$ cat src/rtl/core/mo_query_order_walker_top_defines.svh
// ----------------------------------------------------------------------------
// Assertion macros for the Mo-order query walker
// Concurrent checks that can be compiled out with ASSERT_OFF.
// ----------------------------------------------------------------------------
`ifndef MO_QUERY_ORDER_WALKER_TOP_DEFINES_SVH
`define MO_QUERY_ORDER_WALKER_TOP_DEFINES_SVH

`ifndef ASSERT_OFF
// clocked check, off while reset is asserted
`define MOW_ASSERT(lbl, clk_i, rst_n_i, prop) \
	lbl: assert property (@(posedge clk_i) disable iff (!rst_n_i) prop) \
		else $error("mow assertion failed");
// clocked check, also during reset
`define MOW_ASSERT_ALWAYS(lbl, clk_i, prop) \
	lbl: assert property (@(posedge clk_i) prop) else $error("mow assertion failed");
`else
`define MOW_ASSERT(lbl, clk_i, rst_n_i, prop)
`define MOW_ASSERT_ALWAYS(lbl, clk_i, prop)
`endif

`endif

$ cat src/rtl/core/mow_pkg.sv
// ----------------------------------------------------------------------------
// mow_pkg
// Types and constants shared by the Mo-order query walker.
// ----------------------------------------------------------------------------
`timescale 1ns / 1ps
`default_nettype none
package mow_pkg;

	localparam int MAX_N = 1024;
	localparam int MAX_Q = 256;
	localparam int BW    = 11;                 // bound / block width bits
	localparam int EW    = $clog2(MAX_N);      // element index bits
	localparam int QW    = $clog2(MAX_Q);      // query id / table address bits
	localparam int CW    = QW + 1;             // count bits
	localparam int NW    = EW + 1;             // clear counter bits

	localparam logic [BW-1:0] BOUND_MAX = BW'(MAX_N);
	localparam logic [3:0]    DIV_STEPS = 4'(BW);
	localparam logic          CMD_LOAD  = 1'b0;
	localparam logic          CMD_STEP  = 1'b1;

	typedef enum logic [1:0] {
		EV_ADD    = 2'd0,
		EV_DEL    = 2'd1,
		EV_REPORT = 2'd2,
		EV_FIN    = 2'd3
	} ev_kind_t;

	typedef struct packed {
		logic          cmd;
		logic [BW-1:0] left_bound;
		logic [BW-1:0] right_bound;
	} req_t;

	typedef struct packed {
		logic [1:0]    event_kind;
		logic [EW-1:0] element_index;
		logic [QW-1:0] query_id;
	} rsp_t;

	typedef struct packed {
		logic [BW-1:0] left;
		logic [BW-1:0] right;
		logic [QW-1:0] id;
	} entry_t;

	typedef struct packed {
		logic          busy;
		logic [BW-1:0] quotient;
	} div_stat_t;

	typedef enum logic [3:0] {
		ST_CLR,
		ST_IDLE,
		ST_DIV_GO,
		ST_DIV,
		ST_MUL,
		ST_SRD,
		ST_SCMP,
		ST_MRD,
		ST_MWR,
		ST_INS,
		ST_WRD,
		ST_WDEC,
		ST_TRD,
		ST_TWR,
		ST_EMIT
	} state_t;

endpackage
`default_nettype wire

$ cat src/rtl/core/mow_div.sv
// ----------------------------------------------------------------------------
// mow_div
// Restoring divider, one quotient bit per cycle.
// ----------------------------------------------------------------------------
`timescale 1ns / 1ps
`default_nettype none
module mow_div import mow_pkg::*; (
	input  wire logic          clk,
	input  wire logic          arst_n,
	input  wire logic          start,
	input  wire logic [BW-1:0] dividend,
	input  wire logic [BW-1:0] divisor,
	output div_stat_t          stat
);

	logic          busy_q;
	logic [3:0]    cnt_q;
	logic [BW-1:0] rem_q;
	logic [BW-1:0] quo_q;
	logic [BW:0]   shifted;
	logic [BW:0]   trial;
	logic          fits;

	assign shifted = {rem_q, quo_q[BW-1]};
	assign trial   = shifted - {1'b0, divisor};
	assign fits    = (shifted >= {1'b0, divisor});

	always_ff @(posedge clk or negedge arst_n) begin
		if (!arst_n) begin
			busy_q <= 1'b0;
			cnt_q  <= '0;
		end else if (start) begin
			busy_q <= 1'b1;
			cnt_q  <= DIV_STEPS;
		end else if (busy_q) begin
			cnt_q <= cnt_q - 4'd1;
			if (cnt_q == 4'd1) begin
				busy_q <= 1'b0;
			end
		end
	end

	always_ff @(posedge clk) begin
		if (start) begin
			rem_q <= '0;
			quo_q <= dividend;
		end else if (busy_q) begin
			rem_q <= fits ? trial[BW-1:0] : shifted[BW-1:0];
			quo_q <= {quo_q[BW-2:0], fits};
		end
	end

	assign stat.busy     = busy_q;
	assign stat.quotient = quo_q;

endmodule
`default_nettype wire

$ cat config.mk
export PLATFORM = sky130hd
export DESIGN_NAME = mow_div
export DESIGN_NICKNAME = d
export VERILOG_FILES = /design/src/rtl/core/mo_query_order_walker_top_defines.svh /design/src/rtl/core/mow_pkg.sv /design/src/rtl/core/mow_div.sv
export SDC_FILE = /design/constraint.sdc
export NUM_CORES = 1
export LEC_CHECK = 0
export BUFFER_PORTS_ARGS = -buffer_cell sky130_fd_sc_hd__buf_2
export CORE_MARGIN = 4
export CORE_UTILIZATION = 49
export CTS_CLUSTER_SIZE = 28
export DETAILED_ROUTE_END_ITERATION = 8
export PLACE_DENSITY = 0.69
export RECOVER_POWER = 50
export SYNTH_ARGS = -nofsm -noshare
export SYNTH_HDL_FRONTEND = slang
export SYNTH_SLANG_ARGS = --single-unit
$ cat constraint.sdc
create_clock -name clk -period 2.5 [get_ports clk]
set_input_delay 0.25 -clock clk [delete_from_list [all_inputs] [get_ports clk]]
set_output_delay 0.25 -clock clk [all_outputs]
set_load 0.03 [all_outputs]
# After elaboration in Yosys (flattened, before gate mapping)

Index checks and enable logic that the tools add are counted.

Logic and storage cells: 17
Bits of input ports: 25
Output and inout bits: 12
Register bits: 27

Equal/unequal tests: 1
Muxes and demuxes: 8
Add/sub/neg operators: 2
Reduce and logical (&&, ||, !) cells: 1
Magnitude comparators: 1

Operators by type and width:

| kind                  | number |
|---|---|
| $mux W11              | 3 |
| $ge A12 B11 Y1        | 1 |
| $sub A11 B11 Y11      | 1 |
| $mux W4               | 2 |
| $eq A4 B1 Y1 const B  | 1 |
| $sub A4 B1 Y4 const B | 1 |
| $mux W1               | 3 |
| $reduce_bool A2 Y1    | 1 |

# Longest topological paths before layout

Depth after elaboration: 4
Mapped depth: 10
Mapped depth without buffers: 9

# Worst setup path after synthesis

OpenSTA, ideal clock, no wires.

Path type: reg2reg
From: register quo_q[10]
To: register rem_q[0]
Buffers on the path: 0
Clock period less this slack: 2421 ps
Stages on the path, launching flop included: 10
Required time: 2421 ps
Library setup time: 79 ps
Arrival: 2342 ps
Path slack: 79 ps
Path through: edfxtp_1 inv_1 ha_1 fa_1 nor2b_4 o31a_1 o21ai_4 o21ai_4 mux2_4 a211oi_2

Cells in the longest elaborated chain, start to end: 2
Elaborated cells on any way between the ends: 3
Those cells by class: add/sub: 1; order compare: 1; mux: 1

Ends and longest elaborated chain:

| what                                               | RTL line                     | text |
|---|---|---|
| start, declared                                    | mow_div.sv:19                | `logic [BW-1:0] quo_q;` |
| start signal, assigned                             | mow_div.sv:46                | `quo_q <= dividend;` |
| start signal, assigned                             | mow_div.sv:49                | `quo_q <= {quo_q[BW-2:0], fits};` |
| $sub A11 B11 Y11 or $ge A12 B11 Y1 (tied branches) | mow_div.sv:25, mow_div.sv:26 |  |
| $mux W11 (*)                                       | mow_div.sv:48                | `rem_q <= fits ? trial[BW-1:0] : shifted[BW-1:0];` |
| end signal, assigned                               | mow_div.sv:48                |  |
| end, declared                                      | mow_div.sv:18                | `logic [BW-1:0] rem_q;` |

Every way passes the cells marked *; elsewhere a longest branch is shown, timed or not.
A chain may end at the register's enable or synchronous reset.

# Worst setup path after layout

From: register quo_q[10]
To: register rem_q[2]

Same word-level chain as after synthesis.

==> metrics.md <==
| Metric | Value |
|---|---|
| Status | completed |
| CTS buffer count | 3 |
| Syn_nets | 227 |
| Avg Synthesized Cell Area | 9.92 um2 |
| Synth Instances | 188 |
| Critical path class | flop to flop |
| Final Instance Area | 2140 um2 |
| CP Data Arrival Time | 2.43 ns |
| Register area share after synthesis | 36.2% |
| Clk root buf | clkbuf_8 |
| Synth area leaders | edfxtp_1 18%, dfxtp_1 12%, ha_1 8.7% |
| First-pass GRT wire length | 6170 um |
| Std-Cell Rows | 22 |
| Drt pass-1 iters | 4 |
| Clock tree from TritonCTS | done |
| Share of cells above drive strength 1 | 18.6% |
| Worst setup SP type | flop |
| Largest area contributor in the synthesized netlist | edfxtp_1 |
| Commonest cells after routing, fill and taps aside | 23 x buf_2, 19 x nor2_1, 15 x inv_1, 15 x clkbuf_1, 13 x ha_1 |
| Die extent in x | 69.7 um |
| Post-synth top flop | edfxtp_1 |
| Cell variety after synth | 50 |
| Area after DPL | 2080 um2 |
| CP Max Fanout | 10 |
| Nets | 266 |
| Placed cells | 266 |
| Critical Path End Type | flop |
| FFs w/ async S/R, synth | 18.5% |
| Antenna diode count | 0 |
| Iter 0 DRT Violations | 41 |
| Clk_skew | 0.00297 ns |
| Initial Util | 50.9% |
| Power per cell area | 927 nW/um2 |
| Warnings, synthesis | 0 |
| Post-synthesis register bit count | 27 |
| Vias per Instance | 5.29 |
| Total number of vias | 1449 |
| CP Data Required Time | 2.62 ns |
| Post-route ant nets | 0 |
| Tcrit/Tclk final | 92.6% |
| GRT overflow | 0 |
| # setup viols final | 0 |
| CORE AREA | 3660 um2 |
| GRT Total Usage | 15.2% |
| Die area | 4860 um2 |
| Area share of the largest cell type after synthesis | 17.7% |
| Worst hold path class | input port to flop |
| Final core utilization | 58.6% |
| Detailed Place HPWL | 2680 um |
| DR WL/cell | 13.0 um |
| Power, Total | 1.99 mW |
| Slew Viols, Final | 0 |
| Final Non-Filler Cells | 274 |
| Leak pwr | 0.927 nW |
| DIE HEIGHT | 69.7 um |
| Worst-margin pin slew | 0.958 ns |
| Drt drc | 0 |
| Clock slew at reported path FFs | 0.09 ns |
| Filler cells | 334 |
| Final Routed Wirelength | 3570 um |
| Hold Vio Cnt, Final | 0 |
| # IOs | 37 |
| Commonest non-fill, non-tap cell in the layout | buf_2 |
| Clock H-tree levels | 1 |
| Post-synth EDFFs | 11 |
| Cell Area, Synth | 1860 um2 |
| Rel. slew slack | 36.1% |
| Fmax achieved | 432 MHz |
| Antenna violations before repair | 0 |
| Number of global-route vias before repair | 1369 |
| Clk Latency, worst-skew pair | 0.27 ns |
| Pin count of the biggest net entering global routing | 21 |
| Max clock buf depth | 2 |
| Gpl congestion | 0.835 |
| Area delta synth->final | 15.0% |
| CTS Sinks | 27 |
| Peak supply drop | 0.000390 V |
| Max cap viols | 0 |
| Port buffer count | 36 |
| Final worst path period need | 2.32 ns |
## kinds of logic (layout without fill, tap and decap cells)
group                      Yosys count  in the layout  share of synthesized area [%]
AOI/OAI and AO/OA                   39             39                           15.1
xor gates and xnor gates             8              8                           3.76
adders and majority gates           14             14                           9.80
buffers and inverters               25             63                           5.91
DFF                                 27             27                           36.2
muxes                               19             19                           11.2
and+or+nand+nor                     56             56                           18.0
## worst max-delay path, cell delays in order (launching register included)
cell      delay (ns)
edfxtp_1        0.36
inv_1           0.06
ha_1            0.21
fa_2            0.38
nor2b_4         0.12
o31a_1          0.22
o21ai_4         0.09
o21ai_4         0.24
buf_6           0.19
mux2i_1         0.19
a211oi_1        0.09
## synth_stat cells, types with 3 or more instances
| cell | number |
|---|---|
| nor2_1 | 19 |
| inv_1 | 15 |
| ha_1 | 13 |
| dfxtp_1 | 11 |
| edfxtp_1 | 11 |
| mux2_1 | 10 |
| nand2_1 | 10 |
| a211oi_1 | 7 |
| mux2i_1 | 7 |
| nand2b_1 | 7 |
| xnor2_1 | 7 |
| a21oi_1 | 6 |
| clkbuf_1 | 5 |
| dfrtp_1 | 5 |
| o21ai_1 | 5 |
| o21ai_0 | 4 |
| o211ai_1 | 3 |
## flip-flops by register name (all words and copies together), names as in the netlist
signal,cells
busy_q,1
cnt_q,4
rem_q,11
quo_q,11
## stage by stage
step,hold WS (ns),setup slack [ns],TNS [ns]
after CTS,0.248,0.0713,0
after floorplan,-0.0456,0.0786,0
after global routing,0.257,-0.0000535,-0.0000535
final,0.256,0.184,0
after global placement,0.0725,0.200,0
after detailed placement,0.0741,0.109,0
## routing by layer
metal	routed length, um	GRT usage [%]	up-vias
li1	-	-	744
met1	1710	20.7	671
met2	1650	24.2	32
met3	184	3.33	2
met4	16	4.47	0
met5	0	0	-
## cell type report
class,instances,area (um2),area share [%]
tap,48,60.1,2.80
multi-input combinational,136,1080,50.4
inverter,15,56.3,2.63
timing repair buffer,44,223,10.4
clock inverter,1,7.51,0.350
clock buffer,3,41.3,1.93
sequential,27,676,31.5
## final timing paths
kind / startpoint / endpoint / slack (ns) / depth (start not counted)
hold / removal: dividend[9] / quo_q[9] / 0.26 / 2
max in group asynchronous: arst_n / busy_q / 1.93 / 2
hold reg to reg: rem_q[4] / rem_q[4] / 0.51 / 2
setup reg to reg: quo_q[10] / rem_q[2] / 0.18 / 10
min in group asynchronous: arst_n / cnt_q[3] / 0.36 / 2
setup / recovery: quo_q[10] / rem_q[2] / 0.18 / 10
## what timing repair did
action,in CTS,in global routing
hold buffers,1,0
gates resized for setup,0,2
setup buffers,0,3
endpoints found under the setup margin,0,10
hold endpoints to repair,5,0
## report_power, final
part	internal (mW)	switching, mW	total [mW]
registers	0.571	0.0810	0.652
logic	0.496	0.586	1.08
clock network	0.113	0.141	0.254
(Power assumes the default switching activity.)
